File: config.mk
export PLATFORM = sky130hd
export DESIGN_NAME = fde_update
export DESIGN_NICKNAME = d
export VERILOG_FILES = /design/src/rtl/core/fde_pkg.sv /design/src/rtl/core/fde_update.sv
export SDC_FILE = /design/constraint.sdc
export NUM_CORES = 1
export LEC_CHECK = 0
export BUFFER_PORTS_ARGS = -buffer_cell sky130_fd_sc_hd__buf_2
export CAP_MARGIN = 0
export CORE_ASPECT_RATIO = 1.5
export CORE_MARGIN = 4
export CORE_UTILIZATION = 53
export DETAILED_ROUTE_END_ITERATION = 10
export PLACE_DENSITY = 0.89
export SYNTH_ARGS = -nofsm -noshare
export SYNTH_HDL_FRONTEND = slang
export SYNTH_SLANG_ARGS = --single-unit
File: constraint.sdc
create_clock -name vclk -period 5.3
set_input_delay 0.265 -clock vclk [all_inputs]
set_output_delay 0.265 -clock vclk [all_outputs]
set_load 0.01 [all_outputs]
File: src/rtl/core/fde_pkg.sv
// Shared constants, codes and types of the frame difference event accumulator.
package fde_pkg;

  // Largest frame the stores hold.
  localparam int MAX_WIDTH    = 512;
  localparam int MAX_HEIGHT   = 512;
  localparam int FRAME_PIXELS = MAX_WIDTH * MAX_HEIGHT;
  localparam int ADDR_W       = (FRAME_PIXELS > 1) ? $clog2(FRAME_PIXELS) : 1;

  // Widths of the clamped frame size and of the pixel count.
  localparam int WIDTH_W  = $clog2(MAX_WIDTH + 1);
  localparam int HEIGHT_W = $clog2(MAX_HEIGHT + 1);
  localparam int TOTAL_W  = WIDTH_W + HEIGHT_W;

  // Configuration port.
  localparam int CFG_INDEX_W = 2;
  localparam int CFG_DATA_W  = 10;
  localparam int THRESHOLD_W = 8;
  localparam int DIM_REG_W   = 10;

  localparam logic [THRESHOLD_W-1:0] THRESHOLD_RESET = 8'd10;
  localparam logic [DIM_REG_W-1:0]   WIDTH_RESET     = 10'd512;
  localparam logic [DIM_REG_W-1:0]   HEIGHT_RESET    = 10'd512;

  typedef enum logic [CFG_INDEX_W-1:0] {
    REG_THRESHOLD    = 2'd0,
    REG_FRAME_WIDTH  = 2'd1,
    REG_FRAME_HEIGHT = 2'd2
  } cfg_reg_e;

  // Input beat.
  typedef struct packed {
    logic [7:0] in_blue;
    logic [7:0] in_green;
    logic [7:0] in_red;
  } pix_in_t;

  // Output beat.
  typedef struct packed {
    logic [7:0] acc_blue;
    logic [7:0] acc_green;
    logic [7:0] acc_red;
    logic       end_of_frame;
  } pix_out_t;

  typedef struct packed {
    logic [7:0] blue;
    logic [7:0] green;
    logic [7:0] red;
  } rgb_t;

  // One store word: previous pixel and accumulator of one position.
  typedef struct packed {
    rgb_t prev;
    rgb_t acc;
  } mem_word_t;

  localparam int MEM_W = $bits(mem_word_t);

  // Raster position of the pixel that enters the read stage.
  typedef struct packed {
    logic [ADDR_W-1:0] addr;
    logic              last;
  } pos_info_t;

  // Store clearing sweep after reset.
  typedef struct packed {
    logic              active;
    logic [ADDR_W-1:0] addr;
  } clear_t;

  // Read-after-write bypass selects for the update stage.
  typedef struct packed {
    logic hit_new;
    logic hit_old;
  } fwd_t;

endpackage

File: src/rtl/core/fde_update.sv
// Bypass select and per-channel thresholded, saturating accumulator update.
module fde_update (
  input  fde_pkg::rgb_t                      pix,
  input  fde_pkg::mem_word_t                 mem_word,
  input  fde_pkg::mem_word_t                 word_new,
  input  fde_pkg::mem_word_t                 word_old,
  input  fde_pkg::fwd_t                      fwd,
  input  logic [fde_pkg::THRESHOLD_W-1:0]    threshold,
  output fde_pkg::rgb_t                      acc
);

  fde_pkg::mem_word_t base;

  // One channel: drop small differences, add, and saturate to 0..255.
  function automatic logic [7:0] chan_update(input logic [7:0] now,
                                             input logic [7:0] prev,
                                             input logic [7:0] acc_old,
                                             input logic [7:0] thr);
    logic [7:0]        mag;
    logic signed [9:0] sum;
    logic [7:0]        res;
    mag = (now >= prev) ? (now - prev) : (prev - now);
    if (mag < thr) begin
      sum = $signed({2'b00, acc_old});
    end else begin
      sum = $signed({2'b00, acc_old}) + $signed({2'b00, now}) - $signed({2'b00, prev});
    end
    if (sum[9]) begin
      res = 8'd0;
    end else if (sum[8]) begin
      res = 8'd255;
    end else begin
      res = sum[7:0];
    end
    return res;
  endfunction

  // The newest in-flight write of this position wins over the store.
  always_comb begin
    priority if (fwd.hit_new) begin
      base = word_new;
    end else if (fwd.hit_old) begin
      base = word_old;
    end else begin
      base = mem_word;
    end
  end

  always_comb begin
    acc.blue  = chan_update(pix.blue,  base.prev.blue,  base.acc.blue,  threshold);
    acc.green = chan_update(pix.green, base.prev.green, base.acc.green, threshold);
    acc.red   = chan_update(pix.red,   base.prev.red,   base.acc.red,   threshold);
  end

endmodule

# --- Word-level counts from Yosys, hierarchy flattened ---
# Cells that the tools add are included.
totals:
  register_bits: 0
  latch_bits: 0
  ram_bits: 0
  romBits: 0
  inputBits: 178
  output_inout_bits: 24
  word_cells: 32
  n_memories: 0
op_classes:
  add_sub_neg: 12
  n_mul: 0
  div: 0
  order_cmp: 6
  eq_ne: 0
  n_shift: 0
  mux: 14
  n_bitwise: 0
  reduce_logical: 0
op_table:
  columns: ["op", "count"]
  rows:
  - ["48-bit two-way mux", 2]
  - ["8-bit two-way mux", 9]
  - ["8-bit subtractor", 6]
  - ["10-bit two-way mux", 3]
  - ["9-bit by 8-bit subtractor with 10-bit output", 3]
  - ["8-bit by 8-bit adder with 9-bit output", 3]
  - ["8-bit >= comparator", 3]
  - ["8-bit less-than comparator", 3]

# --- Logic depth before layout (Yosys ltp) ---
depth:
  word_depth: 8
  mapped_depth: 22
  depth_no_buf: 19

# --- Least setup slack after synthesis ---
# No wires, ideal clock.
synth_timing:
  kind: "input port to output port"
  from: "input port fwd[0] in the netlist's numbering"
  to: "output port acc[14] in the netlist's numbering"
  t_arrival_ps: 4411
  required_ps: 5035
  setup_slack_ps: 624
  path_stages: 22
  n_path_buf: 4
  path_cell_list: "clkbuf_1 > buf_2 > buf_2 > mux2i_1 > o21a_1 > inv_1 > ha_1 > inv_1 > fa_1 > a21o_1 > a21oi_4 > a21oi_1 > a211o_1 > buf_6 > mux2_2 > ha_1 > a21boi_0 > o21ai_0 > nand2b_1 > a211oi_1 > nor2_1 > a211oi_1"
synth_rtl:
  columns: ["item", "line_no", "text"]
  rows:
  - ["start, declared", "fde_update.sv:7", "input fde_pkg::fwd_t fwd,"]
  - ["end, declared", "fde_update.sv:9", "output fde_pkg::rgb_t acc"]

==> qor.txt <==
final period utilization - 0.928
number of I/O port buffers - 202
via/cell ratio - 5.72
Worst Setup End Kind - output port
Routed WL - 16.8 mm
fin nets - 1238
Synth Area per Inst - 7.25 µm²
Reg area - 0 µm²
VDD IR max - 194 µV
vias in the first global route - 6038
CP Buf/Inv Count - 4
Die W - 91.2 µm
total chip power - 1.49 mW
fin. max-slew vios - 0
worst-margin pin slew - 664 ps
crit-path cells - buf_2, buf_12, mux2i_1, o21a_1, inv_1, ha_1, nand4_1, a31oi_1, a311o_1, mux2_2, ha_1, a21boi_0, o21ai_0, a211o_1, o211ai_1, nand2_1, o22ai_1, buf_2
Cell Pwr Density - 227 nW/µm²
Worst setup SP type - input pin
HPWL after DPL - 15.1 mm
Top Ports - 202
Distinct cells, synth - 60
CP arrival - 4650 ps
share of layout cells above drive strength 1 - 0.236
post-synthesis cell area - 5500 µm²
LEAKAGE - 3.64 nW
residual DRC count - 0
max-cap violation count - 0
CP Data Required Time - 5040 ps
initial antenna violation count - 1
Reg power frac - 0
clock buf count - 0
Seq/Total Area, Yosys - 0
row count - 45
First-pass DRT Iterations - 4
internal power - 0.639 mW
average wire per standard cell - 16.0 µm
slowest cell delay on critical path - 470 ps
Core ar. - 10100 µm²
Finish-stage setup viols - 0
sequential cell count - 0
RSZ-0062 raised after global routing - false
global-route usage over all layers - 0.268
Crit Path Category - input pin to output port
first-pass GRT wire length - 27.0 mm
vias - 6018
TNS Setup - 0 ps
Syn Nets - 1059
Critical Path Slowest Stage Cell - a311o_1
largest net degree at the start of global routing - 63
outcome - completed
GRT overflow - 0
Final ANT Viol Nets - 0
cells after synthesis - 758
Area Overhead vs Synth - 19.7%
CP max FO - 31
switching share of power - 0.571
die area - 12100 µm²
Tmin final - 4920 ps
worst min path class - input pin to output port
Setup Buffers After CTS - 0
post_cts resized - 0
top cell family by delay on the critical path - compound AO/OA/AOI/OAI gates
Diodes inserted - 0
final hold vios - 0
Fmax - 203 MHz
Worst slew margin - 0.553
Die H - 133 µm
Comb power frac - 1.000
# fillers - 907
Initial Util - 0.542
Clk pwr share - 0
Synth Warn # - 0
initial drt markers - 181
Net Switching - 0.851 mW
RD Place Congestion - 1.01
Post-CTS Hold Fix Bufs - 0
## placed cells by master, fill, tap and decap left out, types with 4 or more instances in the layout
cell / instances
and2_1: 7
fa_1: 30
xor2_1: 13
nand2b_1: 15
nand4_1: 4
a211o_1: 4
a211oi_1: 11
a21boi_0: 5
buf_2: 202
o21a_1: 25
a21oi_1: 62
ha_1: 93
nor3_1: 8
nor2_1: 57
o21bai_1: 6
xnor2_1: 17
a31oi_1: 7
mux2i_1: 60
nor2b_1: 5
nand2_1: 62
o21ai_0: 48
o22ai_1: 10
a21o_1: 17
o211ai_1: 4
inv_1: 105
nand3_1: 5
## layer usage
metal | track usage | vias up | wire length (µm)
li1 | - | 2993 | -
met4 | 0.125 | 2 | 949
met3 | 0.0313 | 58 | 994
met5 | 0 | - | 8
met1 | 0.271 | 2690 | 6180
met2 | 0.531 | 275 | 8710
## power groups by stage
stage	logic, mW	registers, mW	clock network (mW)
finish	1.49	0	0
global route	1.67	0	0
CTS	1.48	0	0
detailed placement	1.47	0	0
global placement	1.43	0	0
floorplan	1.04	0	0
## cells in the mapped netlist (8+ instances only)
| cell type | count | area share |
|---|---|---|
| a21oi_1 | 62 | 0.056 |
| nand2_1 | 62 | 0.042 |
| a21o_1 | 17 | 0.023 |
| a211oi_1 | 11 | 0.015 |
| xor2_1 | 13 | 0.021 |
| o22ai_1 | 10 | 0.011 |
| o21a_1 | 25 | 0.034 |
| xnor2_1 | 17 | 0.027 |
| nor2_1 | 57 | 0.039 |
| ha_1 | 93 | 0.21 |
| fa_1 | 30 | 0.11 |
| buf_2 | 8 | 0.0073 |
| mux2i_1 | 60 | 0.11 |
| inv_1 | 105 | 0.072 |
| nor3_1 | 8 | 0.0073 |
| nand2b_1 | 15 | 0.017 |
| o21ai_0 | 48 | 0.044 |
| clkbuf_1 | 19 | 0.013 |
## tightest hold or removal path: stages
cell and delay, ps:
buf_2 80, a21oi_1 80, o22ai_1 160, buf_2 150
## through the flow
step / instances / cell area, µm² / utilization / hold WS [ps] / setup WS (ps)
6_report: 1052 / 6580 / 0.649 / 995 / 384
5_1_grt: 1052 / 6580 / 0.649 / 1050 / 63.5
4_1_cts: 1052 / 6580 / 0.649 / 994 / 450
3_5_place_dp: 1052 / 6580 / 0.649 / 994 / 448
3_3_place_gp: 1052 / 6580 / 0.649 / 982 / 530
2_1_floorplan: 758 / 5500 / - / 821 / 624
## worst paths after layout
kind                      from  endpoint  slack, ps  cells after the start
setup / recovery        fwd[0]   acc[18]        380                     18
hold / removal    word_new[10]   acc[10]        990                      4
## logic make-up after synthesis
family / Yosys count / share of synthesized area
AND/OR/NAND/NOR: 176 / 0.147
adder cells (fa/ha/maj): 124 / 0.323
XOR/XNOR: 30 / 0.0478
AO/OA/AOI/OAI: 230 / 0.270
buffers and inverters: 135 / 0.0970
multiplexers: 63 / 0.115
## layout make-up
cell class | instances | area, µm² | area share
Inverter | 105 | 394 | 0.0599
Multi-Input combinational cell | 623 | 4960 | 0.755
Tap cell | 117 | 146 | 0.0223
Timing Repair Buffer | 207 | 1070 | 0.163
(Power assumes the default switching activity.)
