**src/rtl/core/fde_ram.sv**
```systemverilog
// Generic single-write, single-read memory with registered read data.
module fde_ram #(
  parameter int WIDTH = 8,
  parameter int DEPTH = 16
) (
  input  logic                                     clk,
  input  logic                                     wr_en,
  input  logic [((DEPTH > 1) ? $clog2(DEPTH) : 1)-1:0] wr_addr,
  input  logic [WIDTH-1:0]                         wr_data,
  input  logic                                     rd_en,
  input  logic [((DEPTH > 1) ? $clog2(DEPTH) : 1)-1:0] rd_addr,
  output logic [WIDTH-1:0]                         rd_data
);

  logic [WIDTH-1:0] mem [DEPTH];

  // A read at the address being written returns the old contents.
  always_ff @(posedge clk) begin
    if (rd_en) begin
      rd_data <= mem[rd_addr];
    end
    if (wr_en) begin
      mem[wr_addr] <= wr_data;
    end
  end

endmodule

```
**config.mk**
```make
export PLATFORM = sky130hd
export DESIGN_NAME = fde_ram
export DESIGN_NICKNAME = d
export VERILOG_FILES = /design/src/rtl/core/fde_ram.sv
export SDC_FILE = /design/constraint.sdc
export NUM_CORES = 1
export LEC_CHECK = 0
export BUFFER_PORTS_ARGS = -buffer_cell sky130_fd_sc_hd__buf_2
export CORE_UTILIZATION = 40
export DETAILED_ROUTE_END_ITERATION = 7
export PLACE_DENSITY = 0.61
export SETUP_SLACK_MARGIN = 0.02
export SYNTH_ARGS = -nofsm -noshare
export SYNTH_HDL_FRONTEND = slang
export SYNTH_SLANG_ARGS = --single-unit
```
**constraint.sdc**
```tcl
create_clock -name clk -period 2.41 [get_ports clk]
set_clock_uncertainty 0.15 [all_clocks]
set_input_delay 0.241 -clock clk [delete_from_list [all_inputs] [get_ports clk]]
set_output_delay 0.241 -clock clk [all_outputs]
set_load 0.02 [all_outputs]
```
[Word level (Yosys, flattened, before mapping)]
Memories as Yosys holds them, arrays and structs flattened. A register that Yosys moved wholly into a read port is not among the register bits.
Index checks and enable logic that the tools add are counted.
Cells by class
  multiplexer cells: 2
Operator list (count)
  2-to-1 mux 1 bit: 2
Word-level totals
  input port bits: 19
  memory bits (writable): 128
  memories: 1
  output and inout bits: 8
  flip-flop bits (word level): 0
  word-level logic and storage cells: 3
Memory list
  mem: words 16, bits a word 8, read ports 1, clocked after Yosys merged registers in 1, wr ports 1, line 15  | logic [WIDTH-1:0] mem [DEPTH];

[Depth between registers and ports, before layout]
Gate-level depths: netlist (run 1).
  depth after elaboration: 2
  depth in mapped cells: 5
  mapped depth without buffers: 3

[Worst setup path before layout (run 1)]
No wires, ideal clock.
  path type: input to register
  start point: input wr_addr[2] (netlist name)
  end point: memory mem[0][0], enable pin
  data arrival time: 1.351 ns
  library setup time: 0.383 ns
  path buffers: 0
  required time: 1.877 ns
  slack: 0.526 ns
  stages: 2
  cells stage by stage: or3b_2 nor3_1
RTL lines
  start, declared: line 8  | input logic [((DEPTH > 1) ? $clog2(DEPTH) : 1)-1:0] wr_addr,
  end, declared: line 15
No word-level cell before the write port.

==> metrics.md, run 1 <==
| Metric | Value |
|---|---|
| Syn Std Cell Area | 5230 sq um |
| GR Util met2 | 0.252 |
| First-pass GRT wire length | between 15 and 20 mm |
| Core Region | roughly 13,000 sq um |
| Die W | 116 um |
| Yosys top cell area share | 0.781 |
| Initial antenna violation count | 0 |
| H-tree depth | 4 |
| Iteration count of the initial detailed-routing pass | 7 |
| Power Density | between 800 and 900 nW/um^2 |
| Num rows | about 40 |
| Post-Place Worst Slack | a little under 0.5 ns |
| Max Clk Rate | 642 MHz |
| Final setup viols | 0 |
| CTS clk-pin slew, worst paths | 0.06 ns |
| Worst setup margin | around 0.85 ns |
| Worst hold path class | input port to flip-flop |
| Slew Limit Fails | 0 |
| Largest net degree at the start of global routing | 33 |
| MaxCap Viol Count | 0 |
| CTS tree | yes |
| Die Ht | 116 um |
| Yosys warning count | 0 |
| Combinational share of power | 0.048 |
| IO Port Bufs | 26 |
| Startpoint Class | flip-flop |
| # diodes | 0 |
| Avg Cell Area, Syn | about 23 sq um |
| GR peak layer | met2 |
| Syn nets | approximately 250 |
| Root Driver | clkbuf_16 |
| Grt ovf | 0 |
| Crit path kind | flip-flop to flip-flop |
| Rel. slew slack | 0.441 |
| CTS Hold Bufs | 0 |
| GRT Total Usage | 0.171 |
| Starting DRT DRC Count | ~180 |
| CP Data Arrival Time | ~1.6 ns |
| Int Pwr | between 4 and 5 mW |
| Kind of cell adding the most delay to the critical path | multiplexers |
| Post-CTS resize count | 0 |
| Worst-case clock buffer depth | 2 |
| Ports | 27 |
| DR vias/cell | 5.28 |
| Num CTS Buffers | 17 |
| Leading cell type in the layout, fill and taps excluded | edfxtp_1 |
| Syn-to-layout area delta | 18.4% |
| Routed WL per cell | ~22 um |
| DP Wirelength | slightly above 6 mm |
| Critical path required time | 2.41 ns |
| Die area | between 10,000 and 15,000 sq um |
| Synth area leader | edfxtp_1 |
| GR met3 Demand/Resource | 0.0441 |
| Net Sw Frac | 0.195 |
| Sequential fraction of the synthesis area | 0.781 |
| Crit path capture type | flip-flop |
| Measured slew at the worst slew-check pin | between 0.8 and 0.9 ns |
| Synth Instances | 229 |
| Nets | around 300 |
| DRC violations left | 0 |
| Maximum fanout along the worst path | 1 |
| Slowest stage delay, CP | between 0.4 and 0.5 ns |
| Sequential share of power | 0.506 |
| Period Utilization, post-route | 0.646 |
| Min Tclk post-route | 1.56 ns |
| Num Clock Sinks | around 140 |
| Clk pwr share | 0.447 |
| Post-synth cell types | 18 |
| P_leak | 2.08 nW |
| Routed Antenna Nets | 0 |
| Number of global-route vias before repair | ~2,500 |
| Status | complete, no violations |
| Final setup TNS | 0 ns |
| Top cells by area, synth | edfxtp_1 78%, mux4_2 7.8%, mux4_1 7.0% |
| GPL Wtd Cong | slightly below 0.8 |
| Routing usage on met1 | 0.236 |
| Net Sw Power | around 1.0 mW |
| Starting density of the core | 0.413 |
| Final hold viol count | 0 |
| Setup bufs post-CTS | 0 |
| Yosys reg bits | ~140 |
| Slowest stage cell, crit path | mux4_2 |
| Cell chain of the critical path | mux4_2, a22oi_1, nand2_1 |
| Routed wire length | 10.3 mm |
| RSZ-0062 raised after global routing | false |
| Share of cells above drive strength 1 | 0.303 |
| Worst-Skew Late Latency | 0.41 ns |
| Most frequent cells in the layout | 136 x edfxtp_1, 26 x buf_2, 18 x mux4_2, 17 x clkbuf_16 |
| Worst VDD drop | 0.513 mV |
| Buf/Inv on CP | 0 |
| Vias | approximately 2,500 |
==> power groups by stage <==
stage | registers [mW] | clock network [mW] | logic (mW)
after floorplan | 2.74 | 0 | 0.134
after global placement | 2.73 | 0 | 0.253
after detailed placement | 2.73 | 0 | 0.258
after CTS | 2.68 | 2.42 | 0.259
after global routing | 2.68 | 2.51 | 0.275
final | 2.68 | 2.37 | 0.253
==> state kept, by name, indices dropped and copies added, names as in the netlist <==
register / flops
rd_data: 8
mem: 128
==> logic make-up (layout without fill, tap and decap cells) <==
logic type             after synthesis  in the layout  share of synthesized area
DFF                                136            136                      0.781
buffers and inverters               10             75                     0.0165
and+or+nand+nor                     35             35                     0.0314
AOI/OAI and AO/OA                   16             16                     0.0230
muxes                               32             32                      0.148
==> area by class of cell <==
| type | count | area (sq um) |
|---|---|---|
| Fill cell | 1019 | 6480 |
| Tap cell | 172 | 215 |
| Clock inverter | 11 | 108 |
| Sequential cell | 136 | 4080 |
| Multi-Input combinational cell | 83 | 1060 |
| Timing Repair Buffer | 44 | 290 |
| Clock buffer | 20 | 437 |
==> worst register-to-register path: stages, from the launching register on <==
cell	delay, ns
edfxtp_1	0.36
mux4_2	0.46
a22oi_1	0.25
nand2_1	0.07
==> path summary, 6_finish.rpt <==
kind,startpoint,end,slack (ns),cells past startpoint
max,mem[10][6],rd_data[6],0.85,3
min,wr_data[1],mem[7][1],0.07,1
max reg2reg,mem[10][6],rd_data[6],0.85,3
min reg2reg,mem[8][3],rd_data[3],0.60,3
==> synth_stat cells <==
| master | instances |
|---|---|
| and2b_1 | 1 |
| a22oi_1 | 16 |
| mux4_1 | 14 |
| edfxtp_1 | 136 |
| clkdlybuf4s25_2 | 3 |
| nand2b_1 | 2 |
| nand3b_1 | 2 |
| nor3_1 | 4 |
| nor2_1 | 13 |
| nor2b_1 | 1 |
| mux4_2 | 18 |
| and2_1 | 1 |
| nand3_1 | 1 |
| buf_2 | 3 |
| or3b_2 | 1 |
| buf_4 | 1 |
| nand2_1 | 9 |
| buf_6 | 3 |
==> layer usage <==
| metal | vias to the layer above | part of all wire |
|---|---|---|
| met5 | - | 0 |
| met4 | 0 | 0.017 |
| met3 | 12 | 0.063 |
| met2 | 87 | 0.47 |
| met1 | 1277 | 0.45 |
| li1 | 1083 | - |
==> through the flow <==
step           std cells  power, mW  hold slack, ns  utilization  instance area (sq um)
6_report             466       5.30          0.0679        0.489                   6190
5_1_grt              466       5.46          0.0633        0.489                   6190
4_1_cts              466       5.36          0.0567        0.489                   6190
3_5_place_dp         435       2.99           0.488        0.446                   5650
3_3_place_gp         435       2.98           0.479        0.446                   5650
2_1_floorplan        229       2.87           0.190            -                   5230
Note: power is estimated with default switching activity, not from simulation.
==> run 2, diff against run 1 <==
==> constraint.sdc (replaced) <==
create_clock -name clk -period 1.6 [get_ports clk]
set_clock_uncertainty 0.15 [all_clocks]
set_input_delay 0.16 -clock clk [delete_from_list [all_inputs] [get_ports clk]]
set_output_delay 0.16 -clock clk [all_outputs]
set_load 0.02 [all_outputs]
==> run 2 against run 1 <==
Compared with the run above:
- flip-flop and latch count is the same
- critical path type unchanged
- via count is 3.3% higher
- core utilization up 2.1 points
- non-clock buffer count is 18 higher
- largest cell class unchanged
- wire length shrank 0.13%
- sequential power increased by 51%
- clock power up 68%
- total power rose by 60%
==> metrics.md, run 2 (same netlist as run 1, synthesis figures left out) <==
| Metric | Value |
|---|---|
| Rel. slew slack | 0.398 (was 0.441) |
| Final setup TNS | 0 ns (unchanged) |
| Routed WL per cell | 21.2 um (was 22.1 um) |
| Worst hold path class | input port to flip-flop (unchanged) |
| CP Launch Point | mem[3][3] (was mem[10][6]) |
| Post-layout util | 0.509 (was 0.489) |
| Status | complete, no violations (unchanged) |
| Largest net degree at the start of global routing | 21 (was 33) |
| Nets | 319 (was 301) |
| Crit path capture type | flip-flop (unchanged) |
| First-pass GRT wire length | 15.8 mm (was 15.3 mm) |
| P_leak | 2.16 nW (was 2.08 nW) |
| Root Driver | clkbuf_16 (unchanged) |
| Hold Path Origin | wr_addr[0] (was wr_data[1]) |
| Min Tclk post-route | 1.57 ns (was 1.56 ns) |
| Num Clock Sinks | 136 (unchanged) |
| Period Utilization, post-route | 0.978 (was 0.646) |
| Die area | 13,500 sq um (unchanged) |
| Leading cell type in the layout, fill and taps excluded | edfxtp_1 (unchanged) |
| Num CTS Buffers | 17 (unchanged) |
| Slew Limit Fails | 0 (unchanged) |
| IO Port Bufs | 26 (unchanged) |
| CTS tree | yes (unchanged) |
| DP Cell Count | 444 (was 435) |
| H-tree depth | 4 (unchanged) |
| Worst-Skew Late Latency | 0.41 ns (about the same) |
| GPL Wtd Cong | 0.715 (was 0.775) |
| Measured slew at the worst slew-check pin | 0.901 ns (was 0.837 ns) |
| Initial antenna violation count | 0 (unchanged) |
| Worst VDD drop | 0.705 mV (was 0.513 mV) |
| DR vias/cell | 5.24 (was 5.28) |
| Iteration count of the initial detailed-routing pass | 4 (was 7) |
| Largest registers | mem x128, rd_data x8 (unchanged) |
| Number of global-route vias before repair | 2,591 (was 2,474) |
| Vias | 2,540 (was 2,459) |
| Crit path kind | flip-flop to flip-flop (unchanged) |
| MaxCap Viol Count | 0 (unchanged) |
| Power Density | 1310 nW/um^2 (was 856 nW/um^2) |
| DRC violations left | 0 (unchanged) |
| Startpoint Class | flip-flop (unchanged) |
| Die Ht | 116 um (unchanged) |
| Hold Slack | 0.157 ns (was 0.0679 ns) |
| Number of non-filler instances in the completed layout | 485 (was 466) |
| Critical path required time | 1.61 ns (was 2.41 ns) |
| Grt ovf | 0 (unchanged) |
| RSZ-0062 raised after global routing | true (was false) |
| Dpl cell area | 5740 sq um (was 5650 sq um) |
| Final hold viol count | 0 (unchanged) |
| Routed Antenna Nets | 0 (unchanged) |
| Starting DRT DRC Count | 204 (was 183) |
| Num rows | 41 (unchanged) |
| Syn-to-layout area delta | 23.4% (was 18.4%) |
| CTS clk-pin slew, worst paths | 0.06 ns (about the same) |
| Final Cell Area | 6450 sq um (was 6190 sq um) |
| Maximum fanout along the worst path | 1 (unchanged) |
| Most flops, register | mem (unchanged) |
| Core Region | 12,700 sq um (unchanged) |
| Worst-case clock buffer depth | 2 (unchanged) |
| Most frequent cells in the layout | 136 x edfxtp_1, 27 x mux4_2, 26 x buf_2, 23 x buf_4, 17 x clkbuf_16 (was 136 x edfxtp_1, 26 x buf_2, 18 x mux4_2, 17 x clkbuf_16) |
| Ports | 27 (unchanged) |
| CP Data Arrival Time | 1.57 ns (was 1.56 ns) |
| GRT Total Usage | 0.174 (was 0.171) |
| Routed wire length | 10.3 mm (about the same) |
| Worst r2r src | mem[3][3] (was mem[10][6]) |
| DP Wirelength | 6.71 mm (was 6.20 mm) |
| Max Clk Rate | 639 MHz (was 642 MHz) |
| Share of cells above drive strength 1 | 0.380 (was 0.303) |
| Starting density of the core | 0.413 (unchanged) |
| Largest register FFs | 128 (unchanged) |
| Die W | 116 um (unchanged) |
| # diodes | 0 (unchanged) |
| Final setup viols | 0 (unchanged) |
## run 2: changes by cell type in the layout (fill, tap and decap cells not counted), sizes merged
| cell | delta |
|---|---|
| clkbuf | -1 |
| bufinv | +2 |
| clkinv | -1 |
| buf | +9 |
| dlygate4sd3 | +9 |
| clkinvlp | +1 |
## run 2: final cells by class
cell class              instances  area (sq um)
clock buffers                  19           433
clock inverters                13           179
fillers                      1019          6220
multi-input cells              83          1070
flip-flops and latches        136          4080
well taps                     172           215
repair buffers                 62           473
## run 2: worst paths after layout
| check | slack [ns] | end | cells past startpoint |
|---|---|---|---|
| setup reg to reg | 0.03 | rd_data[3] | 3 |
| hold reg to reg | 0.60 | rd_data[1] | 3 |
| hold / removal | 0.16 | mem[0][3] | 3 |
| setup / recovery | 0.03 | rd_data[3] | 3 |
## run 2: repair_timing
| item | CTS | global route |
|---|---|---|
| endpoints found under the hold margin | 132 | 0 |
| endpoints found under the setup margin | 5 | 7 |
| hold buffers | 9 | 0 |
| pin swaps | 2 | 4 |
| setup buffers | 0 | 0 |
| gates resized for setup | 7 | 10 |
## run 2: routing by layer
| metal | wire length [um] | vias up | global-route usage |
|---|---|---|---|
| met3 | 605 | 8 | 0.0638 |
| met1 | 4540 | 1328 | 0.228 |
| met2 | 5020 | 91 | 0.267 |
| met4 | 115 | 0 | 0.0632 |
| li1 | - | 1113 | - |
| met5 | 0 | - | 0 |
## run 2: report_power, final
group          internal [mW]  switching, mW  leakage [nW]
Sequential              4.02         0.0213          1.24
Combinational          0.195          0.245         0.637
Clock                   2.59           1.39         0.290
Total                   6.80           1.66          2.16
## run 2: per-stage QoR
stage	power [mW]	setup slack, ns
after global routing	8.72	-0.0410
after CTS	8.52	0.0221
after global placement	4.51	-0.263
final	8.46	0.0344
after detailed placement	4.52	-0.268
after floorplan	4.33	0.0140
## run 2: critical path, cell delays in order, from the launching register on
cell and delay (ns):
edfxtp_1 0.37, mux4_2 0.49, a22oi_2 0.22, nand2_1 0.09
==> run 3, diff against run 2 <==
--- a/config.mk
+++ b/config.mk
@@ -9,7 +9,7 @@
 export CORE_UTILIZATION = 40
 export DETAILED_ROUTE_END_ITERATION = 7
 export PLACE_DENSITY = 0.61
-export SETUP_SLACK_MARGIN = 0.02
+export SETUP_SLACK_MARGIN = 0.4
 export SYNTH_ARGS = -nofsm -noshare
 export SYNTH_HDL_FRONTEND = slang
 export SYNTH_SLANG_ARGS = --single-unit
==> run 3 against run 2 <==
Compared with the run above:
- first-iteration DRC count shrank 20%
- via count decreased by 4.0%
- worst setup slack worse by 0.018 ns
- critical path depth unchanged
- total power decreased by 1.2%
- cell area up 0.50%
- worst hold slack lost 0.14 ns
- die area stayed put
- sequential share of layout area shrank 0.32 points
- critical endpoint is now rd_data[7]
- largest power group unchanged
- highest routed layer unchanged
==> metrics.md, run 3 (same netlist as run 1, synthesis figures left out) <==
| Metric | Value |
|---|---|
| Grt ovf | 0 (unchanged) |
| GRT Total Usage | 0.171 (was 0.174) |
| Slowest stage cell, crit path | mux4_2 (unchanged) |
| Die area | 13,500 sq um (unchanged) |
| CTS clk-pin slew, worst paths | 0.06 ns (about the same) |
| First-pass GRT wire length | 15.5 mm (was 15.8 mm) |
| Critical path required time | 1.60 ns (was 1.61 ns) |
| # diodes | 0 (unchanged) |
| MaxCap Viol Count | 0 (unchanged) |
| CP Data Arrival Time | 1.58 ns (was 1.57 ns) |
| Final Cell Area | 6480 sq um (was 6450 sq um) |
| Crit path capture type | flip-flop (unchanged) |
| P_leak | 2.10 nW (was 2.16 nW) |
| Post-layout util | 0.512 (was 0.509) |
| IO Port Bufs | 26 (unchanged) |
| Num rows | 41 (unchanged) |
| Starting DRT DRC Count | 164 (was 204) |
| Slowest stage delay, CP | 0.48 ns (was 0.49 ns) |
| Ports | 27 (unchanged) |
| Largest register FFs | 128 (unchanged) |
| Min Tclk post-route | 1.58 ns (was 1.57 ns) |
| Iteration count of the initial detailed-routing pass | 4 (unchanged) |
| Crit path kind | flip-flop to flip-flop (unchanged) |
| Final Power | 8.36 mW (was 8.46 mW) |
| DRC violations left | 0 (unchanged) |
| CTS tree | yes (unchanged) |
| Routed Antenna Nets | 0 (unchanged) |
| Measured slew at the worst slew-check pin | 0.951 ns (was 0.901 ns) |
| Most frequent cells in the layout | 136 x edfxtp_1, 32 x mux4_2, 18 x buf_2, 17 x clkbuf_16, 16 x buf_4 (was 136 x edfxtp_1, 27 x mux4_2, 26 x buf_2, 23 x buf_4, 17 x clkbuf_16) |
| Worst-Skew Late Latency | 0.41 ns (about the same) |
| Power Density | 1290 nW/um^2 (was 1310 nW/um^2) |
| Core Region | 12,700 sq um (unchanged) |
| Number of global-route vias before repair | 2,541 (was 2,591) |
| Final setup viols | 0 (unchanged) |
| Dpl cell area | 5760 sq um (was 5740 sq um) |
| Routed wire length | 10.4 mm (was 10.3 mm) |
| Final hold viol count | 0 (unchanged) |
| Largest net degree at the start of global routing | 18 (was 21) |
| Rel. slew slack | 0.364 (was 0.398) |
| Period Utilization, post-route | 0.990 (was 0.978) |
| Kind of cell adding the most delay to the critical path | multiplexers (unchanged) |
| Worst VDD drop | 0.769 mV (was 0.705 mV) |
| RSZ-0062 raised after global routing | true (unchanged) |
| Cell chain of the critical path | mux4_2, a22oi_2, nand2_1 (unchanged) |
| Worst setup margin | 0.0165 ns (was 0.0344 ns) |
| Worst-case clock buffer depth | 2 (unchanged) |
| GPL Wtd Cong | 0.710 (was 0.715) |
| Hold Slack | 0.0163 ns (was 0.157 ns) |
| DP Cell Count | 437 (was 444) |
| Vias | 2,439 (was 2,540) |
| Worst hold path class | input port to flip-flop (unchanged) |
| Buf/Inv on CP | 0 (unchanged) |
| Routed WL per cell | 22.0 um (was 21.2 um) |
| Most flops, register | mem (unchanged) |
| DP Wirelength | 6.80 mm (was 6.71 mm) |
| Final setup TNS | 0 ns (unchanged) |
| Die Ht | 116 um (unchanged) |
| Starting density of the core | 0.413 (unchanged) |
| Largest registers | mem x128, rd_data x8 (unchanged) |
| Status | complete, no violations (unchanged) |
| Initial antenna violation count | 0 (unchanged) |
| Number of non-filler instances in the completed layout | 474 (was 485) |
| Share of cells above drive strength 1 | 0.434 (was 0.380) |
| Num Clock Sinks | 136 (unchanged) |
| Max Clk Rate | 632 MHz (was 639 MHz) |
| Die W | 116 um (unchanged) |
| DR vias/cell | 5.15 (was 5.24) |
| Startpoint Class | flip-flop (unchanged) |
| Leading cell type in the layout, fill and taps excluded | edfxtp_1 (unchanged) |
| Num CTS Buffers | 17 (unchanged) |
| Root Driver | clkbuf_16 (unchanged) |
| H-tree depth | 4 (unchanged) |
| Nets | 308 (was 319) |
| Maximum fanout along the worst path | 1 (unchanged) |
| Post-Place Worst Slack | -0.350 ns (was -0.268 ns) |
| Syn-to-layout area delta | 24.1% (was 23.4%) |
| Slew Limit Fails | 0 (unchanged) |
-- run 3: cell types whose count changed in the layout (fill, tap and decap cells not counted), moves of 3 or more --
cell	change
mux4_1	-5
buf_4	-7
nor3_4	+3
nor2_4	+11
nor3_1	-3
buf_6	+8
mux4_2	+5
nor2_1	-11
buf_2	-8
dlygate4sd3_1	-4
-- run 3: worst reg2reg max path: stages, from the launching register on --
cell      delay, ns
edfxtp_1       0.39
mux4_2         0.48
a22oi_2        0.20
nand2_1        0.10
-- run 3: per-layer routing --
layer	global-route usage	up-vias	share of wire
met3	0.0451	8	0.053
met1	0.229	1275	0.44
li1	-	1090	-
met2	0.269	66	0.50
met5	0	-	0
met4	0.0667	0	0.010
-- run 3: worst paths after layout --
path | startpoint | endpoint | slack [ns] | cells after the start
setup reg to reg | mem[0][7] | rd_data[7] | 0.02 | 3
setup / recovery | mem[0][7] | rd_data[7] | 0.02 | 3
hold reg to reg | mem[12][1] | rd_data[1] | 0.61 | 3
hold / removal | wr_data[3] | mem[5][3] | 0.02 | 1
-- run 3: power breakdown --
group	switching [mW]	total (mW)	internal [mW]	leakage (nW)
Combinational	0.267	0.484	0.216	0.585
Clock	1.40	3.83	2.43	0.281
Sequential	0.0260	4.04	4.02	1.24
Total	1.70	8.36	6.66	2.10
-- run 3: layout make-up --
class	count	area (sq um)
Tap cell	172	215
Clock buffer	18	429
Timing Repair Buffer	51	430
Clock inverter	14	158
Fill cell	1020	6190
Sequential cell	136	4080
Multi-Input combinational cell	83	1170
-- run 3: timing repair --
item | CTS | global route
pin swaps | 2 | 3
hold buffers | 5 | 0
resized for setup | 14 | 11
buffers inserted | 0 | 0
hold endpoints to repair | 60 | 0
endpoints found under the setup margin | 16 | 19
