File: config.mk
export PLATFORM = sky130hd
export DESIGN_NAME = fde_ctrl
export DESIGN_NICKNAME = d
export VERILOG_FILES = /design/src/rtl/core/fde_pkg.sv /design/src/rtl/core/fde_ctrl.sv
export SDC_FILE = /design/constraint.sdc
export NUM_CORES = 1
export LEC_CHECK = 0
export ABC_AREA = 1
export BUFFER_PORTS_ARGS = -buffer_cell sky130_fd_sc_hd__buf_2
export CORE_MARGIN = 10
export CORE_UTILIZATION = 34
export CTS_CLUSTER_DIAMETER = 60
export DETAILED_ROUTE_END_ITERATION = 16
export PLACE_DENSITY_LB_ADDON = 0.2
export SLEW_MARGIN = 25
export SYNTH_ARGS = -nofsm -noshare
export SYNTH_HDL_FRONTEND = slang
export SYNTH_SLANG_ARGS = --single-unit
File: constraint.sdc
create_clock -name clk -period 13.5 [get_ports clk]
set_input_delay 0 -clock clk [delete_from_list [all_inputs] [get_ports clk]]
set_output_delay 0 -clock clk [all_outputs]
set_load 0.03 [all_outputs]
File: src/rtl/core/fde_pkg.sv
// Shared constants, codes and types of the frame difference event accumulator.
package fde_pkg;

  // Largest frame the stores hold.
  localparam int MAX_WIDTH    = 512;
  localparam int MAX_HEIGHT   = 512;
  localparam int FRAME_PIXELS = MAX_WIDTH * MAX_HEIGHT;
  localparam int ADDR_W       = (FRAME_PIXELS > 1) ? $clog2(FRAME_PIXELS) : 1;

  // Widths of the clamped frame size and of the pixel count.
  localparam int WIDTH_W  = $clog2(MAX_WIDTH + 1);
  localparam int HEIGHT_W = $clog2(MAX_HEIGHT + 1);
  localparam int TOTAL_W  = WIDTH_W + HEIGHT_W;

  // Configuration port.
  localparam int CFG_INDEX_W = 2;
  localparam int CFG_DATA_W  = 10;
  localparam int THRESHOLD_W = 8;
  localparam int DIM_REG_W   = 10;

  localparam logic [THRESHOLD_W-1:0] THRESHOLD_RESET = 8'd10;
  localparam logic [DIM_REG_W-1:0]   WIDTH_RESET     = 10'd512;
  localparam logic [DIM_REG_W-1:0]   HEIGHT_RESET    = 10'd512;

  typedef enum logic [CFG_INDEX_W-1:0] {
    REG_THRESHOLD    = 2'd0,
    REG_FRAME_WIDTH  = 2'd1,
    REG_FRAME_HEIGHT = 2'd2
  } cfg_reg_e;

  // Input beat.
  typedef struct packed {
    logic [7:0] in_blue;
    logic [7:0] in_green;
    logic [7:0] in_red;
  } pix_in_t;

  // Output beat.
  typedef struct packed {
    logic [7:0] acc_blue;
    logic [7:0] acc_green;
    logic [7:0] acc_red;
    logic       end_of_frame;
  } pix_out_t;

  typedef struct packed {
    logic [7:0] blue;
    logic [7:0] green;
    logic [7:0] red;
  } rgb_t;

  // One store word: previous pixel and accumulator of one position.
  typedef struct packed {
    rgb_t prev;
    rgb_t acc;
  } mem_word_t;

  localparam int MEM_W = $bits(mem_word_t);

  // Raster position of the pixel that enters the read stage.
  typedef struct packed {
    logic [ADDR_W-1:0] addr;
    logic              last;
  } pos_info_t;

  // Store clearing sweep after reset.
  typedef struct packed {
    logic              active;
    logic [ADDR_W-1:0] addr;
  } clear_t;

  // Read-after-write bypass selects for the update stage.
  typedef struct packed {
    logic hit_new;
    logic hit_old;
  } fwd_t;

endpackage

File: src/rtl/core/fde_ctrl.sv
// Configuration registers, frame size, raster position and store clearing sweep.
module fde_ctrl (
  input  logic                               clk,
  input  logic                               rst,
  input  logic                               cfg_write,
  input  logic [fde_pkg::CFG_INDEX_W-1:0]    cfg_index,
  input  logic [fde_pkg::CFG_DATA_W-1:0]     cfg_data,
  input  logic                               step,
  output fde_pkg::pos_info_t                 info,
  output logic [fde_pkg::THRESHOLD_W-1:0]    threshold,
  output fde_pkg::clear_t                    clr
);

  logic [fde_pkg::DIM_REG_W-1:0] frame_width;
  logic [fde_pkg::DIM_REG_W-1:0] frame_height;
  logic [fde_pkg::WIDTH_W-1:0]   width_used;
  logic [fde_pkg::HEIGHT_W-1:0]  height_used;
  logic [fde_pkg::TOTAL_W-1:0]   total;
  logic [fde_pkg::ADDR_W-1:0]    position;
  logic [fde_pkg::ADDR_W-1:0]    position_next;
  logic [fde_pkg::ADDR_W-1:0]    pos_eff;
  logic                          pos_last;

  // Register writes; an index beyond the list is ignored.
  always_ff @(posedge clk) begin
    if (rst) begin
      threshold    <= fde_pkg::THRESHOLD_RESET;
      frame_width  <= fde_pkg::WIDTH_RESET;
      frame_height <= fde_pkg::HEIGHT_RESET;
    end else if (cfg_write) begin
      unique case (cfg_index)
        fde_pkg::REG_THRESHOLD: begin
          threshold <= cfg_data[fde_pkg::THRESHOLD_W-1:0];
        end
        fde_pkg::REG_FRAME_WIDTH: begin
          frame_width <= cfg_data[fde_pkg::DIM_REG_W-1:0];
        end
        fde_pkg::REG_FRAME_HEIGHT: begin
          frame_height <= cfg_data[fde_pkg::DIM_REG_W-1:0];
        end
        default: begin
        end
      endcase
    end
  end

  // Clamp the frame size to one pixel up to the store size.
  always_comb begin
    if (frame_width == '0) begin
      width_used = fde_pkg::WIDTH_W'(1);
    end else if (int'(frame_width) > fde_pkg::MAX_WIDTH) begin
      width_used = fde_pkg::WIDTH_W'(fde_pkg::MAX_WIDTH);
    end else begin
      width_used = fde_pkg::WIDTH_W'(frame_width);
    end
    if (frame_height == '0) begin
      height_used = fde_pkg::HEIGHT_W'(1);
    end else if (int'(frame_height) > fde_pkg::MAX_HEIGHT) begin
      height_used = fde_pkg::HEIGHT_W'(fde_pkg::MAX_HEIGHT);
    end else begin
      height_used = fde_pkg::HEIGHT_W'(frame_height);
    end
  end

  // Pixel count of the frame, refreshed every cycle.
  always_ff @(posedge clk) begin
    total <= fde_pkg::TOTAL_W'(width_used) * fde_pkg::TOTAL_W'(height_used);
  end

  // A position beyond a shrunken frame starts a new frame.
  always_comb begin
    pos_eff       = (fde_pkg::TOTAL_W'(position) < total) ? position : '0;
    pos_last      = (fde_pkg::TOTAL_W'(pos_eff) == (total - fde_pkg::TOTAL_W'(1)));
    position_next = pos_last ? '0 : (pos_eff + fde_pkg::ADDR_W'(1));
    info.addr     = pos_eff;
    info.last     = pos_last;
  end

  always_ff @(posedge clk) begin
    if (rst) begin
      position <= '0;
    end else if (step) begin
      position <= position_next;
    end
  end

  // Zero the store, previous pixels and accumulators alike, once after reset, one word per cycle.
  always_ff @(posedge clk) begin
    if (rst) begin
      clr.active <= 1'b1;
      clr.addr   <= '0;
    end else if (clr.active) begin
      clr.addr <= clr.addr + fde_pkg::ADDR_W'(1);
      if (clr.addr == fde_pkg::ADDR_W'(fde_pkg::FRAME_PIXELS - 1)) begin
        clr.active <= 1'b0;
      end
    end
  end

`ifndef ASSERT_OFF
  // The last pixel of a frame sends the position back to the start.
  a_wrap_to_zero: assert property (@(posedge clk) disable iff (rst)
    (step && info.last) |=> (position == '0))
    else $error("position did not wrap after the last pixel of a frame");

  // The store address always lies inside the configured frame.
  a_addr_in_frame: assert property (@(posedge clk) disable iff (rst)
    (fde_pkg::TOTAL_W'(info.addr) < total))
    else $error("store address outside the configured frame");
`endif

endmodule

Word-level counts from Yosys, hierarchy flattened:

Index checks and enable logic that the tools add are counted.

* logic and storage cells: 32
* register bits: 85
* bits of input ports: 16
* output and inout port bits: 46

* $mul: 1
* equality and inequality tests: 4
* add/sub/neg operators: 3
* $lt $le $gt $ge: 3
* reductions and logical operators: 6
* multiplexer cells: 8

Operators with widths (count)
* two-way mux 10 bit: 4
* adder 18 x 1 -> 18 bit, second input constant: 2
* two-way mux 18 bit: 2
* equality test 18 x 20 -> 1 bit: 1
* greater-than comparator 10 bit, second input constant: 2
* logical NOT 10 bit: 2
* < comparator 18 x 20 -> 1 bit: 1
* multiplier 10 x 10 -> 20 bit: 1
* subtractor 20 x 1 -> 20 bit, second input constant: 1
* two-way mux 19 bit: 1
* equality test 18 bit, second input constant: 1
* AND reduction 2 bit: 3
* equality test 2 x 1 -> 1 bit, second input constant: 1
* equality test 2 bit, second input constant: 1
* logical NOT 2 bit: 1
* two-way mux 1 bit: 1

Longest topological paths before layout:

Gate-level depths: netlist of the first run.

* word-level depth: 4
* mapped depth: 27
* mapped depth without buffers: 27

Worst setup path before layout of the first run:

No wires, ideal clock.

* path type: flip-flop to flip-flop
* from: register frame_height[3] in the netlist's numbering
* to: register total[16] in the netlist's numbering
* setup time: 0.072 ns
* data required time: 13.428 ns
* stages on the path, launching flop included: 28
* clock period less this slack: 5.621 ns
* setup slack: 7.879 ns
* path buffers: 0
* arrival time: 5.549 ns
* cell sequence: dfxtp_1 > nor4_1 > nand3_1 > nor3_1 > nor2_1 > inv_1 > nand2_1 > inv_1 > nand2_1 > fa_1 > inv_1 > fa_1 > inv_1 > fa_1 > inv_1 > fa_1 > inv_1 > fa_1 > inv_1 > ha_1 > nand2_1 > o21ai_0 > a21o_1 > a21oi_1 > o21ai_0 > nand3_1 > nand2_1 > xor2_1

* word-level cells in the longest chain between the ends: 4
* elaborated cells on any way between the ends: 5
* classes of those cells: 1 x mul; 1 x order compare; 2 x mux; 1 x reduce/logical

RTL lines
* from (decl): line fde_ctrl.sv:15 `logic [fde_pkg::DIM_REG_W-1:0] frame_height;`
* from (signal assigned): line fde_ctrl.sv:29 `frame_height <= fde_pkg::HEIGHT_RESET;`
* from (signal assigned): line fde_ctrl.sv:39 `frame_height <= cfg_data[fde_pkg::DIM_REG_W-1:0];`
* greater-than comparator 10 bit: line fde_ctrl.sv:58 `end else if (int'(frame_height) > fde_pkg::MAX_HEIGHT) begin`
* two-way mux 10 bit: line fde_ctrl.sv:58
* two-way mux 10 bit (*): line fde_ctrl.sv:56 `if (frame_height == '0) begin`
* multiplier 10 x 10 -> 20 bit (*): line fde_ctrl.sv:67 `total <= fde_pkg::TOTAL_W'(width_used) * fde_pkg::TOTAL_W'(height_used);`
* to (signal assigned): line fde_ctrl.sv:67
* to (decl): line fde_ctrl.sv:18 `logic [fde_pkg::TOTAL_W-1:0] total;`

Every way passes the cells marked *; elsewhere a longest branch is shown, timed or not.
A chain may end at the register's enable or synchronous reset.

Worst setup path in the final report of the first run:

* from: register frame_height[4] in the netlist's numbering
* to: register total[16] in the netlist's numbering

The elaborated chain is that of the path after synthesis.

==> parameters.txt, run 1 <==
Parameter                              Value

Setup path
  Element type at the critical path end ... flip-flop
  Critical Path Max Stage Delay ... approximately 0.54 ns
  Critical path's slowest cell ... fa_1
  Internal reg-to-reg setup slack ... 7.32 ns
  Critical setup path kind ... reg -> reg
  Worst reg2reg path startpoint ... frame_height[4]
  Worst Path Required ... between 10 and 15 ns
  Number of cells on the critical path ... 27
  Sort of element at the start of the critical path ... flip-flop
  CP max FO ... 7
  Number of buffer and inverter instances along the worst setup path ... 7
  Number of cells traversed by the worst register-to-register path ... 27
  Endpoint of the most critical register-to-register path ... total[16]
  Arrival time at the worst endpoint ... 6.46 ns
  Cell family with the largest share of critical-path delay ... adder cells
  Most Frequent Cell on Critical Path ... inv_1

Floorplan
  Initial core utilization ... between 30 and 40%
  Number of placement rows ... 56
  Overall die width ... roughly 170 microns
  Core box area ... between 20000 and 25000 sq um
  Y dimension of the die ... approximately 170 microns
  Count of pins on the block boundary ... 62
  Area of the die ... slightly above 30000 sq um

Global routing
  Pin count of the biggest net entering global routing ... 37
  Number of antenna violations at the first check in global routing ... 0
  Vias in the first global route ... 7145
  Global-route track usage on met2 ... around a quarter
  First-pass GRT wire length ... 35980 microns
  Total global routing track utilization ... approximately 14%
  Busiest layer in global routing ... met2
  GRT met1 Usage ... 18.18%
  Met3 GRT Util ... 2.608%
  Remaining Overflow, GRT ... 0

Power
  Lkg Pwr ... approximately 0.0047 uW
  Total power divided by cell area ... roughly 74 nW/um^2
  Peak ir drop on the vdd network ... 0.00005172 V

Yosys
  Post-synth top area cell ... dfxtp_1
  Most repeated cell in the gate-level netlist after synthesis ... nand2_1
  Number of unique standard cell types used by synthesis ... between 40 and 50
  Proportion of netlist area held by the largest area contributor ... 20.86%
  Most area-consuming cells after synthesis ... dfxtp_1 (21%), fa_1 (15%), ha_1 (12%)
  Mapped Avg Cell Area ... around 7.1 sq um
  Syn_nets ... between 1000 and 1500
  Number of enable-type register cells in the synthesized netlist ... 0
  Synth Warn # ... 0
  Most frequently used flop master after synthesis ... dfxtp_1
  Commonest cells in the synthesized netlist ... nand2_1 (234), inv_1 (187), nor2_1 (184)
  Post-Synthesis Cells ... around 1200
  Synthesized flop and latch total ... 85
  Netlist area before placement ... slightly above 8000 sq um
  Sequential-to-total area share from yosys stat ... around a fifth
  Proportion of synthesized flip-flops having asynchronous set or reset ... 0%

Drt
  WL final ... between 20000 and 25000 microns
  Wirelength per Cell ... between 10 and 15 microns
  DRC violation count after routing ... 0
  Vias/cell ... about 4.7
  Starting DRC count in detailed routing ... 465
  DR vias ... between 7000 and 8000
  Detailed-router iteration count before antenna repair ... 5
  Antenna-violating nets left ... 0

Place
  Port Buffers ... 61
  Final HPWL from detailed placement ... about 18000 microns
  Gpl congestion ... between 0.9 and 1

Timing
  Aggregate negative setup slack ... 0 ns
  Share of the cycle needed by the critical path after routing ... between 40% and 50%
  Skew final ... roughly 0.012 ns
  Number of pins exceeding their max-slew limit in the final report ... 0
  Fmax ... approximately 160 MHz
  Tightest Pin Transition ... between 0.8 and 0.9 ns
  Unrepaired setup endpoints after global routing ... false
  Clock period minus final worst setup slack ... around 6.2 ns
  Final setup violating endpoints ... 0
  Headroom to the max-slew limit ... between 40% and 50%
  Final hold violation count ... 0

Final layout
  Final core utilization ... roughly two fifths
  Layout net count ... roughly 1400
  Fill count ... between 2000 and 3000
  Inserted Diodes ... 0
  Ratio of cells with drive above 1 in the final layout ... a little under a tenth
  Layout overhead on the synthesized area ... 12.39%

CTS
  Number of buffers created by CTS ... 9
  Clock slew at reported path FFs ... approximately 0.060 ns
  CTS tree ... built
  Maximum clock path buffer count ... 2
  Worst-skew pair later-pin latency ... between 0.3 and 0.4 ns
  Root buffer cell ... clkbuf_16
  Post-CTS Setup Inserts ... 0
  Number of gates given a new drive strength after cts ... 0
  Clock sink count ... 85
  H-tree lvl count ... 3

Flow run
  MaxCap Viol Count ... 0

Worst hold path
  Startpoint of the tightest hold check path ... cfg_index[0]
  Type of the worst min-delay path ... in -> reg
  Hold path cells ... 3
  End point of the worst hold path ... frame_height[9]

Status
  Outcome ... complete, no violations
[final cells by class]
class | count | area, sq um | share of cell area, %
repair buffers | 72 | 412.9 | 4.504
multi-input cells | 851 | 5610 | 61.20
well taps | 319 | 399.1 | 4.354
clock inverters | 7 | 75.07 | 0.8189
flip-flops and latches | 85 | 1702 | 18.56
inverters | 198 | 743.2 | 8.107
clock buffers | 9 | 225.2 | 2.457
[flip-flops by register name, summed over array words and instances, names as in the netlist]
register / count
frame_height: 10
threshold: 8
position: 18
clr: 19
total: 20
frame_width: 10
[timing repair]
item                                    4_1_cts  5_1_grt
endpoints found under the setup margin        0        0
hold buffers                                 10        0
endpoints found under the hold margin        23        0
[stage by stage]
| stage | instance area [sq um] | hold WS (ns) | setup WS (ns) | power, uW | instances |
|---|---|---|---|---|---|
| 2_1_floorplan | 8157 | 0.1264 | 7.879 | 390.1 | 1151 |
| 3_5_place_dp | 8767 | 0.2435 | 7.294 | 428.4 | 1515 |
| 6_report | 9168 | 0.08450 | 7.319 | 682.6 | 1541 |
| 4_1_cts | 9168 | 0.08842 | 7.276 | 690.3 | 1541 |
| 5_1_grt | 9168 | 0.1229 | 6.756 | 722.4 | 1541 |
| 3_3_place_gp | 8767 | 0.2598 | 7.445 | 427.8 | 1515 |
[cell usage in the layout (no fill, tap or decap), types with 2 or more instances in the layout]
master	instances
nand2_2	3
clkinvlp_4	3
nand2_4	2
nand3_1	49
nor2_4	3
nor3_1	16
dlygate4sd3_1	10
o211ai_1	2
nand3_2	9
inv_2	6
and3_1	3
clkinv_1	6
o21ai_0	45
o21a_1	2
nor2_2	11
nor4_1	3
nand3_4	2
nand2_1	234
xnor2_1	9
inv_1	186
fa_1	62
nand4_1	23
nor2_1	184
a21oi_1	63
a21o_1	3
o21bai_1	2
clkbuf_16	9
a21oi_2	2
nor3b_1	2
buf_2	61
xor2_1	34
ha_1	75
dfxtp_1	85
[routing by layer]
layer	up-vias	wire, microns
met5	-	0
met4	0	281
met3	20	836
met2	131	10370
met1	3286	10120
li1	3755	-
[worst max-delay path by stage]
stage	startpoint	end	slack, ns
6_report	frame_height[4]	total[16]	7.32
5_1_grt	frame_height[4]	total[17]	6.76
4_1_cts	frame_height[4]	total[16]	7.28
3_5_place_dp	frame_height[4]	total[16]	7.29
3_3_place_gp	frame_height[4]	total[16]	7.44
2_1_floorplan	frame_height[3]	total[16]	7.88
[tightest hold or removal path, stage by stage]
cell and delay [ns]:
buf_2 0.10, nor3_1 0.12, o211ai_1 0.17
[logic make-up (layout without fill, tap and decap cells)]
group,after synthesis,count (layout),synth area share (%)
AO/OA/AOI/OAI,125,125,8.345
flip-flops,85,85,20.86
adder cells (fa/ha/maj),137,137,26.72
buffers and inverters,215,286,10.35
XOR/XNOR,43,43,4.617
AND/OR/NAND/NOR,546,546,29.10
[power breakdown]
| group | switching [uW] | internal, uW | total [uW] |
|---|---|---|---|
| Sequential | 7.59 | 260 | 267 |
| Clock | 114 | 144 | 258 |
| Combinational | 105 | 52.0 | 157 |
Power figures use the tool's default switching activity.
==> run 2, diff against run 1 <==
--- a/config.mk
+++ b/config.mk
@@ -5,7 +5,7 @@
 export SDC_FILE = /design/constraint.sdc
 export NUM_CORES = 1
 export LEC_CHECK = 0
-export ABC_AREA = 1
+export ABC_AREA = 0
 export BUFFER_PORTS_ARGS = -buffer_cell sky130_fd_sc_hd__buf_2
 export CORE_MARGIN = 10
 export CORE_UTILIZATION = 34
==> constraint.sdc (replaced) <==
create_clock -name clk -period 6.3 [get_ports clk]
set_input_delay 0 -clock clk [delete_from_list [all_inputs] [get_ports clk]]
set_output_delay 0 -clock clk [all_outputs]
set_load 0.03 [all_outputs]
==> run 2 against run 1 <==
Register-to-register slack worse by 6.9 ns; critical endpoint is now total[19]; via count fell by 8.1%; clock skew increased by 0.0064 ns; highest routed layer unchanged; cell count down 14%.
==> parameters.txt, run 2 <==
Parameter                              Value

Floorplan
  Number of placement rows ... 56 (unchanged)
  Initial core utilization ... 34.46% (-0.18 points)
  Overall die width ... 174.0 microns (-0.50%)
  Core box area ... 23400 sq um (-0.60%)
  Count of pins on the block boundary ... 62 (unchanged)
  Area of the die ... 30280 sq um (-0.99%)
  Y dimension of the die ... 174.0 microns (-0.50%)

Timing
  Number of pins exceeding their max-slew limit in the final report ... 0 (unchanged)
  Headroom to the max-slew limit ... 49.98% (+9.9 points)
  Final setup violating endpoints ... 0 (unchanged)
  Fmax ... 169.6 MHz (+4.9%)
  Final hold violation count ... 0 (unchanged)
  Worst Hold Margin ... 0.1815 ns (+0.09698 ns)
  Setup WS post-layout ... 0.4047 ns (-6.914 ns)
  Share of the cycle needed by the critical path after routing ... 93.58% (+48 points)
  Tightest Pin Transition ... 0.7494 ns (-0.1433 ns)
  Aggregate negative setup slack ... 0 ns (unchanged)
  Clock period minus final worst setup slack ... 5.895 ns (-0.2861 ns)
  Skew final ... 0.01818 ns (+0.006439 ns)
  Unrepaired setup endpoints after global routing ... false

CTS
  Number of buffers created by CTS ... 9 (unchanged)
  CTS tree ... built
  Clock sink count ... 85 (unchanged)
  Post-CTS Setup Inserts ... 0 (unchanged)
  Maximum clock path buffer count ... 2 (unchanged)
  H-tree lvl count ... 3 (unchanged)
  Root buffer cell ... clkbuf_16
  Clock slew at reported path FFs ... 0.07 ns (about the same)
  Worst-skew pair later-pin latency ... 0.36 ns (about the same)

Yosys
  Synth Warn # ... 0 (unchanged)
  Proportion of synthesized flip-flops having asynchronous set or reset ... 0% (unchanged)
  Synthesized flop and latch total ... 85 (unchanged)
  Most area-consuming cells after synthesis ... dfxtp_1 (21%), fa_1 (15%), ha_1 (12%)
  Syn_nets ... 1108 (-15%)
  Mapped Avg Cell Area ... 8.445 sq um (+19%)
  Netlist area before placement ... 8065 sq um (-1.1%)
  Most frequently used flop master after synthesis ... dfxtp_1
  Most repeated cell in the gate-level netlist after synthesis ... nor2_1
  Number of unique standard cell types used by synthesis ... 73 (+70%)
  Commonest cells in the synthesized netlist ... nor2_1 (129), inv_1 (93), nand2_1 (90)
  Post-synth top area cell ... dfxtp_1
  Proportion of netlist area held by the largest area contributor ... 21.10% (+0.24 points)
  Sequential-to-total area share from yosys stat ... 21.10% (+0.24 points)
  Number of enable-type register cells in the synthesized netlist ... 0 (unchanged)
  Post-Synthesis Cells ... 955 (-17%)

Setup path
  Critical setup path kind ... reg -> reg
  Arrival time at the worst endpoint ... 6.13 ns (-0.33 ns)
  Worst Path Required ... 6.54 ns (-7.24 ns)
  Most Frequent Cell on Critical Path ... fa_1
  Number of buffer and inverter instances along the worst setup path ... 4 (-3)
  Sort of element at the start of the critical path ... flip-flop
  Critical path's slowest cell ... fa_1
  Critical Path Max Stage Delay ... 0.55 ns (about the same)
  CP max FO ... 8 (+1)
  Cell family with the largest share of critical-path delay ... adder cells
  Critical path cell sequence ... nor4_1, a21oi_1, or2_2, inv_1, nand2_1, fa_1, fa_1, inv_1, fa_1, fa_1, inv_1, fa_1, inv_1, ha_1, and3_1, o211ai_1, a31oi_1, a21oi_2, o21ai_1, a21o_1, a21oi_1, xnor2_1
  Element type at the critical path end ... flip-flop

Global routing
  Total global routing track utilization ... 13.60% (-0.64 points)
  Vias in the first global route ... 6619 (-7.4%)
  Number of antenna violations at the first check in global routing ... 0 (unchanged)
  Remaining Overflow, GRT ... 0 (unchanged)
  First-pass GRT wire length ... 34340 microns (-4.5%)
  Pin count of the biggest net entering global routing ... 55 (+49%)

Status
  Outcome ... complete, no violations

Power
  Lkg Pwr ... 0.004377 uW (-6.0%)
  Peak ir drop on the vdd network ... 0.0001195 V (+130%)
  Total power divided by cell area ... 147.0 nW/um^2 (+97%)
  Total power consumption of the routed design ... 1334 uW (+95%)

Drt
  Wirelength per Cell ... 15.46 microns (+10%)
  DRC violation count after routing ... 0 (unchanged)
  WL final ... 20550 microns (-4.9%)
  Detailed-router iteration count before antenna repair ... 5 (unchanged)
  Starting DRC count in detailed routing ... 337 (-28%)
  Antenna-violating nets left ... 0 (unchanged)
  DR vias ... 6608 (-8.1%)
  Vias/cell ... 4.972 (+6.5%)

Place
  Worst setup slack before clock tree synthesis ... 0.3417 ns (-6.952 ns)
  Final HPWL from detailed placement ... 16350 microns (-8.3%)
  Port Buffers ... 61 (unchanged)
  Gpl congestion ... 0.8316 (-9.5%)

Final layout
  Layout overhead on the synthesized area ... 12.47% (about the same)
  Largest reg by FF count ... total
  Largest registers ranked by flip-flop count ... total x20, clr x19, position x18
  Most common cell after layout, fill and taps aside ... nor2_1
  Final core utilization ... 38.76% (-0.18 points)
  Most frequent cells in the layout ... nor2_1 (128), inv_1 (93), nand2_1 (90)
  Ratio of cells with drive above 1 in the final layout ... 11.09% (+1.5 points)
  Largest register FFs ... 20 (unchanged)
  Inserted Diodes ... 0 (unchanged)
  Layout net count ... 1158 (-15%)

Worst hold path
  Type of the worst min-delay path ... in -> reg

Flow run
  MaxCap Viol Count ... 0 (unchanged)
[run 2: changes by cell type after synthesis, moves of 18 or more]
cell / change
mux2i_1: +27
a21oi_1: -38
o21ai_0: -22
xnor2_1: +25
nand2_1: -144
nand3_1: -18
and3_1: +29
inv_1: -94
nor2_1: -55
nor2b_1: +19
[run 2: cells by family (layout without fill, tap and decap cells)]
logic type | after synthesis | in the layout | synth area share (%)
compound gates | 113 | 113 | 9.727
xor+xnor | 56 | 56 | 6.081
fa+ha+maj | 137 | 137 | 27.02
buf+inv | 133 | 188 | 7.059
flops | 85 | 85 | 21.10
mux | 27 | 27 | 3.351
simple gates | 404 | 404 | 25.66
[run 2: layout make-up]
class | instances | area (sq um)
fillers | 2489 | 14330
multi-input cells | 737 | 5814
flip-flops and latches | 85 | 1702
repair buffers | 79 | 467.9
well taps | 319 | 399.1
inverters | 93 | 349.1
clock buffers | 9 | 225.2
clock inverters | 7 | 113.9
[run 2: per-stage QoR]
stage	instance area (sq um)	std cells
final	9071	1329
after floorplan	8065	955
after global routing	9071	1329
after CTS	9054	1329
after global placement	8602	1302
after detailed placement	8605	1302
[run 2: final timing paths]
check	startpoint	end	slack (ns)	depth (start not counted)
worst max-delay path	frame_width[1]	total[19]	0.40	22
worst max register to register	frame_width[1]	total[19]	0.40	22
worst min-delay path	cfg_index[1]	threshold[2]	0.18	5
worst min register to register	position[17]	position[17]	0.50	2
[run 2: worst min-delay path: stages]
cell and delay (ns):
buf_2 0.09, nor3b_1 0.04, buf_4 0.17, mux2i_1 0.12
nor2_1 0.07
[run 2: repair_timing]
item | CTS | global route
endpoints found under the hold margin | 29 | 0
resized for setup | 0 | 4
hold buffers | 11 | 0
endpoints found under the setup margin | 0 | 2
[run 2: per-layer routing]
layer / GRT usage [%] / up-vias / wire length, microns
met3: 2.514 / 19 / 767
met4: 3.848 / 0 / 226
met5: 0 / - / 0
li1: - / 3296 / -
met2: 21.10 / 110 / 9199
met1: 18.82 / 3183 / 10360
[run 2: report_power, final]
part           switching [uW]  total, uW  internal, uW  leakage [uW]
Sequential               14.1        563           548      0.000688
Combinational            97.3        160          62.5       0.00352
Clock                     254        611           357      0.000165
Total                     365       1330           968       0.00438
